==> src/rtl/core/window_neighbor_pair_counter_defines.svh <==
// Assertion macros for the window neighbor pair counter.
// Each macro expects signals named clk and rst in the module that uses it.
`ifndef WINDOW_NEIGHBOR_PAIR_COUNTER_DEFINES_SVH
`define WINDOW_NEIGHBOR_PAIR_COUNTER_DEFINES_SVH

// Same-cycle implication, checked outside reset.
`define WNPC_ASSERT_NOW(label, ante, cons, msg) \
  label: assert property (@(posedge clk) disable iff (rst) (ante) |-> (cons)) \
    else $error(msg);

// Next-cycle implication, checked outside reset.
`define WNPC_ASSERT_NEXT(label, ante, cons, msg) \
  label: assert property (@(posedge clk) disable iff (rst) (ante) |=> (cons)) \
    else $error(msg);

`endif

==> src/rtl/core/wnpc_ram.sv <==
// Generic simple dual-port RAM: one write port, one read port, registered read.
// No dependencies.
module wnpc_ram #(
  parameter int WIDTH = 8,
  parameter int DEPTH = 32
) (
  input  logic                             clk,
  input  logic                             we,
  input  logic [$clog2(DEPTH)-1:0]         waddr,
  input  logic [WIDTH-1:0]                 wdata,
  input  logic [$clog2(DEPTH)-1:0]         raddr,
  output logic [WIDTH-1:0]                 rdata
);

  logic [WIDTH-1:0] mem [DEPTH];

  always_ff @(posedge clk) begin
    if (we) begin
      mem[waddr] <= wdata;
    end
    rdata <= mem[raddr];
  end

endmodule

==> config.mk <==
export PLATFORM = sky130hd
export DESIGN_NAME = wnpc_ram
export DESIGN_NICKNAME = d
export VERILOG_FILES = /design/src/rtl/core/window_neighbor_pair_counter_defines.svh /design/src/rtl/core/wnpc_ram.sv
export SDC_FILE = /design/constraint.sdc
export NUM_CORES = 1
export LEC_CHECK = 0
export ABC_AREA = 1
export BUFFER_PORTS_ARGS = -buffer_cell sky130_fd_sc_hd__buf_2
export CAP_MARGIN = 5
export CORE_MARGIN = 4
export CORE_UTILIZATION = 45
export CTS_BUF_LIST = sky130_fd_sc_hd__clkbuf_4 sky130_fd_sc_hd__clkbuf_8
export DETAILED_ROUTE_END_ITERATION = 10
export PLACE_DENSITY = 0.59
export SYNTH_ARGS = -nofsm -noshare
export SYNTH_HDL_FRONTEND = slang
export SYNTH_SLANG_ARGS = --single-unit
==> constraint.sdc <==
create_clock -name clk -period 1.55 [get_ports clk]
set_clock_uncertainty 0.15 [all_clocks]
set_input_delay 0.2325 -clock clk [delete_from_list [all_inputs] [get_ports clk]]
set_output_delay 0.2325 -clock clk [all_outputs]
set_load 0.05 [all_outputs]
==> out/summary.md <==
- **nature of the critical path endpoint** output pin
- **number of synthesized register bits** 264
- **kind of start point of the critical path** flip-flop
- **total iterations of the first detailed-routing run** 5
- **slew of the pin with the lowest slew margin** 703.7 ps
- **Critical path buffers and inverters** 1
- **Max H-tree Level** 2
- **count of maximum capacitance violations** 0
- **first-pass GRT wire length** 40770 µm
- **worst hold path type** in2reg
- **maximum number of pins on one net before global-route repair** 47
- **cell chosen for the clock root** sky130_fd_sc_hd__clkbuf_8
- **share of layout cells above drive strength 1** 16.89%
- **cells after synthesis** 922
- **outcome** completed
- **Max Buffers Root-to-Sink** 3
- **Internal Dissipation** 11820 µW
- **number of sinks driven by the clock tree** 264
- **total number of yosys warnings** 0
- **Post-route DRC** 0
- **Floorplan Core Area** 23540 µm²
- **average instance area after synthesis** 11.70 µm²
- **GR Util All Layers** 20.17%
- **Power Total** 15350 µW
- **part of the power in the clock network** 40.4%
- **post-route cell area** 12700 µm²
- **Post-Route Setup TNS** 0 ps
- **number of nets still failing antenna checks after routing** 0
- **worst relative slew slack** 53.09%
- **setup repair after global routing missed its margin** false
- **pre-CTS setup slack** -100.1 ps
- **fraction of power consumed by sequential logic** 52.0%
- **die area** 26510 µm²
- **placed inst area** 11680 µm²
- **biggest cell delay along the critical path** 360 ps
- **syn nets** 942
- **worst ir drop on vdd** 702.1 µV
- **total routed wirelength** 26300 µm
- **hold slack** 134.2 ps
- **Final Hold Viols** 0
- **summed instance area of the synthesized netlist** 10790 µm²
- **post-route clock period utilization** 97.21%
- **ratio of total power to cell area** 1209 nW/µm²
- **maximum clock frequency** 0.6637 GHz
- **global route total overflow** 0
- **Port Buf Inserts** 27
- **TritonCTS Buffers** 45
- **Antenna Cells** 0
- **Crit Path Max Fanout** 1
- **worst path setup slack after routing** 43.24 ps
- **Worst Path Class, Setup** reg2out
- **sequential share of the synthesized area** 72.75%
- **antenna violations before repair** 0
- **Routed wire per std cell** 19.07 µm
- **combinational share of power** 7.7%
- **Period minus WS final** 1507 ps
- **critical-path cell with the highest stage delay** sky130_fd_sc_hd__dfxtp_1
- **switching power share of the total** 23.03%
- **Final Slew Violations** 0
- **# rows** 56
- **DR vias** 7123
- **Data arrival, critical path** 1120 ps
- **overall die width** 162.8 µm
- **Final HPWL DP** 16150 µm
- **signed area change from the synthesized netlist to the final layout** 17.72%
- **number of library cell types mapped by synthesis** 12
- **die boundary height** 162.8 µm
- **final setup violation count** 0
- **Top delay family on crit path** flip-flops
- **insertion delay of the later-clocked pin in the worst-skew pair** 560 ps
- **Final Wtd Congestion** 0.8429
- **CTS tree** built
- **net total in the final layout** 1044
- **Crit path required time** 1170 ps
- **IO Pins** 28
- **cell leakage power** 0.004856 µW
- **cells along the critical path** buf_4
- **net switching power** 3535 µW
- **number of global-route vias before repair** 6992
- **ratio of routed vias to standard cells** 5.165
- **starting density of the core** 45.82%
- **register-to-register setup slack** 230 ps
- **First DRT Iteration DRCs** 592
- **register clock-pin slew on the reported worst setup and hold paths** 50 ps
[Yosys cell counts, drive strengths merged]
| cell | number | share of area [%] |
|---|---|---|
| buf | 45 | 3.5 |
| edfxtp | 256 | 71 |
| nor2 | 32 | 1.1 |
| dfxtp | 8 | 1.5 |
| nand3 | 204 | 9.5 |
| inv | 10 | 0.35 |
| clkbuf | 7 | 0.24 |
| nand2 | 360 | 13 |
[worst min-delay path: cells and delay by family]
kind / cells / cell delay (ps)
and+or+nand+nor: 4 / 240
buffers and inverters: 2 / 310
[per-stage QoR]
step | cells | utilization (%)
finish | 1379 | 53.94
global route | 1379 | 53.94
CTS | 1379 | 53.94
detailed placement | 1288 | 49.62
global placement | 1288 | 49.62
floorplan | 922 | -
[routing by layer]
layer,up-vias,global-route usage [%],wire length [µm]
met2,241,31.74,12490
met1,3428,29.12,11670
met4,0,6.024,463
met5,-,0,0
li1,3417,-,-
met3,37,3.417,1683
[repair_timing]
action,CTS,global route
setup endpoints to repair,7,0
endpoints found under the hold margin,194,0
gates resized for setup,11,0
hold buffers,8,0
setup buffers,0,0
[cell usage in the layout, fill, tap and decap left out, drive strengths merged]
cell and n:
buf 99, clkbuf 73, clkinv 9, clkinvlp 1
dfxtp 8, dlygate4sd3 8, edfxtp 256, inv 10
nand2 360, nand3 204, nor2 32
[kinds of logic after synthesis]
| family | after synthesis | share of synthesized area [%] |
|---|---|---|
| buf+inv | 62 | 4.141 |
| flops | 264 | 72.75 |
| simple gates | 596 | 23.11 |
[final timing paths]
path | startpoint | cells after the start | endpoint
max | rdata[6] | 1 | rdata[6]
min | raddr[3] | 6 | rdata[4]
max reg2reg | mem[24][7] | 8 | rdata[7]
min reg2reg | mem[18][6] | 8 | rdata[6]
[flip-flops by register name, indices dropped and copies added (netlist names)]
name / count
rdata: 8
mem: 256
[area by class of cell]
| type | instances | area, µm² |
|---|---|---|
| Fill cell | 2085 | 10840 |
| Multi-Input combinational cell | 596 | 2492 |
| Tap cell | 319 | 399.1 |
| Sequential cell | 264 | 7849 |
| Timing Repair Buffer | 107 | 1012 |
| Clock buffer | 73 | 860.8 |
| Clock inverter | 10 | 45.04 |
| Inverter | 10 | 40.04 |
[power by group through the flow]
stage	clock network (µW)	logic [µW]	registers, µW
finish	6200	1170	7980
global route	6690	1290	7980
CTS	6330	1190	7980
detailed placement	0	1150	8120
global placement	0	1140	8120
floorplan	0	572	8200
(Power assumes the default switching activity.)
