### src/rtl/core/window_neighbor_pair_counter_defines.svh
// Assertion macros for the window neighbor pair counter.
// Each macro expects signals named clk and rst in the module that uses it.
`ifndef WINDOW_NEIGHBOR_PAIR_COUNTER_DEFINES_SVH
`define WINDOW_NEIGHBOR_PAIR_COUNTER_DEFINES_SVH

// Same-cycle implication, checked outside reset.
`define WNPC_ASSERT_NOW(label, ante, cons, msg) \
  label: assert property (@(posedge clk) disable iff (rst) (ante) |-> (cons)) \
    else $error(msg);

// Next-cycle implication, checked outside reset.
`define WNPC_ASSERT_NEXT(label, ante, cons, msg) \
  label: assert property (@(posedge clk) disable iff (rst) (ante) |=> (cons)) \
    else $error(msg);

`endif

### src/rtl/core/wnpc_pkg.sv
// Shared widths, constants and types of the window neighbor pair counter.
// No dependencies; the interfaces, the result stage and the top import it.
package wnpc_pkg;

  localparam int CHROM_W = 16;
  localparam int POS_W   = 31;
  localparam int IDX_W   = 31;
  localparam int CNT_W   = 6;

  localparam logic [CNT_W-1:0] TALLY_MAX    = 6'd63;
  localparam logic [POS_W-1:0] RADIUS_RESET = 31'd1000000;

  typedef struct packed {
    logic [CHROM_W-1:0] first_chrom;
    logic [POS_W-1:0]   first_pos;
    logic [CHROM_W-1:0] second_chrom;
    logic [POS_W-1:0]   second_pos;
    logic [IDX_W-1:0]   index;
  } entry_t;

  typedef struct packed {
    logic [IDX_W-1:0] idx;
    logic [CNT_W-1:0] count;
    logic             ovf;
  } res_t;

  typedef struct packed {
    logic push;
    logic finish;
    res_t res;
  } rq_ctl_t;

endpackage

### src/rtl/core/wnpc_count_if.sv
// Output channel of the window neighbor pair counter: one final count per word.
// Depends on wnpc_pkg.
interface wnpc_count_if;
  import wnpc_pkg::*;

  logic             valid;
  logic             ready;
  logic [IDX_W-1:0] result_index;
  logic [CNT_W-1:0] neighbor_count;
  logic             window_overflow;
  logic             last_result;

  modport source (
    output valid, result_index, neighbor_count, window_overflow, last_result,
    input  ready
  );

  modport sink (
    input  valid, result_index, neighbor_count, window_overflow, last_result,
    output ready
  );
endinterface

### src/rtl/core/wnpc_result_q.sv
// Result stage: a pending word plus the output register; marks the last word of an item.
// Depends on wnpc_pkg and wnpc_count_if.
module wnpc_result_q (
  input  logic             clk,
  input  logic             rst,
  input  wnpc_pkg::rq_ctl_t ctl,
  output logic             rdy,
  wnpc_count_if.source     counts
);
  import wnpc_pkg::*;

  logic pend_v;
  res_t pend;
  logic out_free;
  logic move;

  assign out_free = !counts.valid || counts.ready;
  assign rdy      = !pend_v || out_free;
  assign move     = (ctl.push || ctl.finish) && rdy && pend_v;

  always_ff @(posedge clk) begin
    if (rst) begin
      pend_v       <= 1'b0;
      counts.valid <= 1'b0;
    end else begin
      if (move) begin
        counts.valid <= 1'b1;
      end else if (counts.ready) begin
        counts.valid <= 1'b0;
      end
      if (ctl.push && rdy) begin
        pend_v <= 1'b1;
      end else if (ctl.finish && rdy) begin
        pend_v <= 1'b0;
      end
    end
  end

  always_ff @(posedge clk) begin
    if (ctl.push && rdy) begin
      pend <= ctl.res;
    end
    if (move) begin
      counts.result_index    <= pend.idx;
      counts.neighbor_count  <= pend.count;
      counts.window_overflow <= pend.ovf;
      counts.last_result     <= ctl.finish;
    end
  end

endmodule

### src/flat_wrapper.sv
// flat-port wrapper written by rule: the top's interface ports become plain ports
module wnpc_result_q_flat import wnpc_pkg::*;
  (clk, rst, ctl, rdy, counts_valid, counts_result_index, counts_neighbor_count, counts_window_overflow, counts_last_result, counts_ready);
  wnpc_count_if counts_i ();
  input  logic clk;
  input  logic rst;
  input  wnpc_pkg::rq_ctl_t ctl;
  output logic rdy;
  output wire logic [$bits(counts_i.valid)-1:0] counts_valid;
  output wire logic [$bits(counts_i.result_index)-1:0] counts_result_index;
  output wire logic [$bits(counts_i.neighbor_count)-1:0] counts_neighbor_count;
  output wire logic [$bits(counts_i.window_overflow)-1:0] counts_window_overflow;
  output wire logic [$bits(counts_i.last_result)-1:0] counts_last_result;
  input wire logic [$bits(counts_i.ready)-1:0] counts_ready;
  assign counts_valid = counts_i.valid;
  assign counts_result_index = counts_i.result_index;
  assign counts_neighbor_count = counts_i.neighbor_count;
  assign counts_window_overflow = counts_i.window_overflow;
  assign counts_last_result = counts_i.last_result;
  assign counts_i.ready = counts_ready;
  wnpc_result_q u_core (.clk(clk), .rst(rst), .ctl(ctl), .rdy(rdy), .counts(counts_i));
endmodule
### config.mk
export PLATFORM = sky130hd
export DESIGN_NAME = wnpc_result_q_flat
export DESIGN_NICKNAME = d
export VERILOG_FILES = /design/src/rtl/core/window_neighbor_pair_counter_defines.svh /design/src/rtl/core/wnpc_pkg.sv /design/src/rtl/core/wnpc_count_if.sv /design/src/rtl/core/wnpc_result_q.sv /design/src/flat_wrapper.sv
export SDC_FILE = /design/constraint.sdc
export NUM_CORES = 1
export LEC_CHECK = 0
export BUFFER_PORTS_ARGS = -buffer_cell sky130_fd_sc_hd__buf_2
export CAP_MARGIN = 20
export CELL_PAD_IN_SITES_DETAIL_PLACEMENT = 1
export CELL_PAD_IN_SITES_GLOBAL_PLACEMENT = 1
export CORE_ASPECT_RATIO = 0.9
export CORE_UTILIZATION = 37
export DETAILED_ROUTE_END_ITERATION = 6
export PLACE_DENSITY_LB_ADDON = 0.1
export SLEW_MARGIN = 20
export SYNTH_ARGS = -nofsm -noshare
export SYNTH_HDL_FRONTEND = slang
export SYNTH_SLANG_ARGS = --single-unit
### constraint.sdc
create_clock -name clk -period 2.6 [get_ports clk]
set_input_delay 0.26 -clock clk [delete_from_list [all_inputs] [get_ports clk]]
set_output_delay 0.26 -clock clk [all_outputs]
set_load 0.02 [all_outputs]
==> results.sh <==
export IMPL_p_leak_uw=0.001229
export IMPL_area_growth_pct=32.90
export IMPL_cap_viol_max_count=0
export IMPL_rr_worst_depth=3
export IMPL_antenna_found_initial=0
export IMPL_dieArea_mm2=0.006865
export IMPL_post_route_period_util_pct=66.20
export IMPL_cpPeakStageDelay_ps=580
export IMPL_holdWs_ps=92.11
export IMPL_worstMarginPinSlew_ps=658.2
export IMPL_crit_type="register to register"
export IMPL_clock_skew_final_ps=6.873
export IMPL_yosys_cell_types_count=10
export IMPL_gr_total_overflow=0
export IMPL_r2r_slack_ps=880
export IMPL_drt_initial_drc_count=48
export IMPL_cts_tree="yes"
export IMPL_slew_violations=0
export IMPL_synth_seq_area_share_pct=97.26
export IMPL_antenna_left=0
export IMPL_design_core_area_mm2=0.006216
export IMPL_ctsHtreeMaxLevel=3
export IMPL_endpoint_kind="register"
export IMPL_post_cts_resized=0
export IMPL_syn_area_per_cell_um2=27.17
export IMPL_combinationalPowerShare_pct=5.4
export IMPL_setup_worst_path_start="u_core.counts.valid"
export IMPL_start_util_pct=38.91
export IMPL_yosysWarnings=0
export IMPL_p_int_uw=2063
export IMPL_r2r_start="u_core.counts.valid"
export IMPL_die_y_um=78.70
export IMPL_route_detailed_drc=0
export IMPL_instances_no_fill=277
export IMPL_track_usage_pct=13.05
export IMPL_rsz0062_at_grt="no"
export IMPL_numCtsBuffers=9
export IMPL_rows=27
export IMPL_dr_pass1_iters=4
export IMPL_wirelength_um=4095
export IMPL_syn_cell_area_mm2=0.002419
export IMPL_vias=1170
export IMPL_final_nets=228
export IMPL_syn_num_nets=132
export IMPL_cts_sinks=79
export IMPL_clock_power_share_pct=36.7
export IMPL_cts_path_max_buffers=2
export IMPL_crit_fanout=20
export IMPL_hold_start="ctl[23]"
export IMPL_drive_gt1_share_pct=54.21
export IMPL_postCtsSetupRepairBufs=0
export IMPL_power_per_cell_area_mw_per_mm2=802.4
export IMPL_setup_viol=0
export IMPL_crit_end="u_core.pend[5]"
export IMPL_diodes=0
export IMPL_ys_seq_elements=79
export IMPL_portBuffers=83
export IMPL_hp_class="input port to register"
export IMPL_synth_largest_area_cell="edfxtp_1"
export IMPL_fin_setup_tns_ps=0
export IMPL_die_x_um=87.23
export IMPL_status="finished, final reports clean"
export IMPL_synth_top_cells_by_area="edfxtp_1 (96%), dfxtp_1 (1.7%), a311oi_2 (0.62%)"
export IMPL_crit_slowest_cell="a21oi_4"
export IMPL_clkTransAtPathRegs_ps=70
export IMPL_startpoint_type="register"
export IMPL_required_ps=2640
export IMPL_fmax_mhz=581.0
export IMPL_ctsHoldBuffers=0
export IMPL_swShare_pct=20.03
export IMPL_gp_congestion=0.6365
export IMPL_grt_max_degree=22
export IMPL_clk_latency_ps=340
export IMPL_ctsRootBufferMaster="clkbuf_8"
export IMPL_dpl_cell_count=261
export IMPL_nFillCells=620
export IMPL_grt_pass1_wl_um=6141
export IMPL_hold_violations=0
export IMPL_min_period_ps=1721
export IMPL_crit_chain="and2b_1 > a21oi_4 > buf_12"
export IMPL_grt_pass1_vias=1262
export IMPL_ir_drop_mv=0.4247
export IMPL_viasPerCell=4.224
export IMPL_fin_total_pwr_uw=2579
export IMPL_arrival_ps=1770
export IMPL_p_switching_uw=516.5
export IMPL_seqPwrFrac_pct=57.8
export IMPL_r2r_end="u_core.pend[5]"
export IMPL_ios=84
export IMPL_avgRoutedWirePerCell_um=14.78
export IMPL_slew_limit_headroom_pct=56.02
export IMPL_netlist_area_leader_share_pct=95.60
export IMPL_syn_inst=89
power groups by stage:
stage                     sequential, µW  combinational [µW]  clock (µW)
after detailed placement            1520                 143           0
final                               1490                 140         948
after floorplan                     1550                26.6           0
after CTS                           1490                 144         984
after global placement              1520                 139           0
after global routing                1500                 151        1020
critical path, delay by kind of cell (launching register included):
family / cells / cell delay [ps]
AOI/OAI and AO/OA: 1 / 580
buffers and inverters: 1 / 250
DFF: 1 / 350
and+or+nand+nor: 1 / 250
cell families (layout without fill, tap and decap cells):
kind of cell | after synthesis | count (layout) | share of synthesized area, %
buffers and inverters | 1 | 102 | 0.1551
AOI/OAI and AO/OA | 4 | 4 | 1.241
and+or+nand+nor | 5 | 5 | 1.345
DFF | 79 | 79 | 97.26
layer usage:
layer,track usage [%],routed length [µm],vias to the layer above
met5,0,0,-
met4,6.393,79,0
met3,6.341,355,10
met2,21.34,2101,58
met1,14.16,1559,557
li1,-,-,545
cell usage in the layout (no fill, tap or decap):
master	netlist	layout
bufinv_16	0	2
o21ai_0	1	1
dfxtp_1	2	2
edfxtp_1	77	77
nor2_1	2	1
a21oi_1	2	1
a311oi_2	1	1
a21oi_4	0	1
and2b_1	1	1
clkinv_4	0	1
buf_2	0	83
clkinv_1	0	1
nand2b_4	1	1
clkbuf_1	0	1
nor2_4	0	1
clkinv_2	0	1
nand2_1	1	1
clkbuf_8	0	9
inv_1	1	1
clkinvlp_4	0	1
buf_12	0	2
cell usage after synthesis:
library cell and instances:
nand2_1 1, nor2_1 2, a311oi_2 1, edfxtp_1 77, inv_1 1, and2b_1 1, o21ai_0 1, dfxtp_1 2
nand2b_4 1, a21oi_1 2
state kept, by name, summed over array words and instances, names as in the netlist:
register	count
u_core.counts.valid	1
u_core.counts.window_overflow	1
u_core.counts.neighbor_count	6
u_core.counts.result_index	31
u_core.pend	38
u_core.counts.last_result	1
u_core.pend_v	1
final cells by class:
class	count	area [µm²]	share of cell area [%]
inverters	1	3.754	0.1168
clock buffers	10	127.6	3.970
multi-input cells	9	81.33	2.530
clock inverters	6	85.08	2.647
well taps	87	108.9	3.387
flip-flops and latches	79	2352	73.18
repair buffers	85	455.4	14.17
worst min path at each step:
stage | depth (start not counted) | slack (ps) | end
2_1_floorplan | 1 | 330 | u_core.pend_v
3_3_place_gp | 0 | 400 | u_core.counts.neighbor_count[3]
3_5_place_dp | 0 | 410 | u_core.counts.neighbor_count[4]
4_1_cts | 1 | 70 | u_core.pend[13]
5_1_grt | 1 | 70 | u_core.pend[26]
6_report | 1 | 90 | u_core.pend[23]
metrics by stage:
step	utilization (%)	instance area [µm²]	worst slack, ps
floorplan	-	2425	484.6
CTS	51.71	3214	848.7
global route	51.71	3214	766.9
global placement	48.29	3002	890.8
finish	51.71	3214	878.8
detailed placement	48.29	3002	824.5
(Power assumes the default switching activity.)
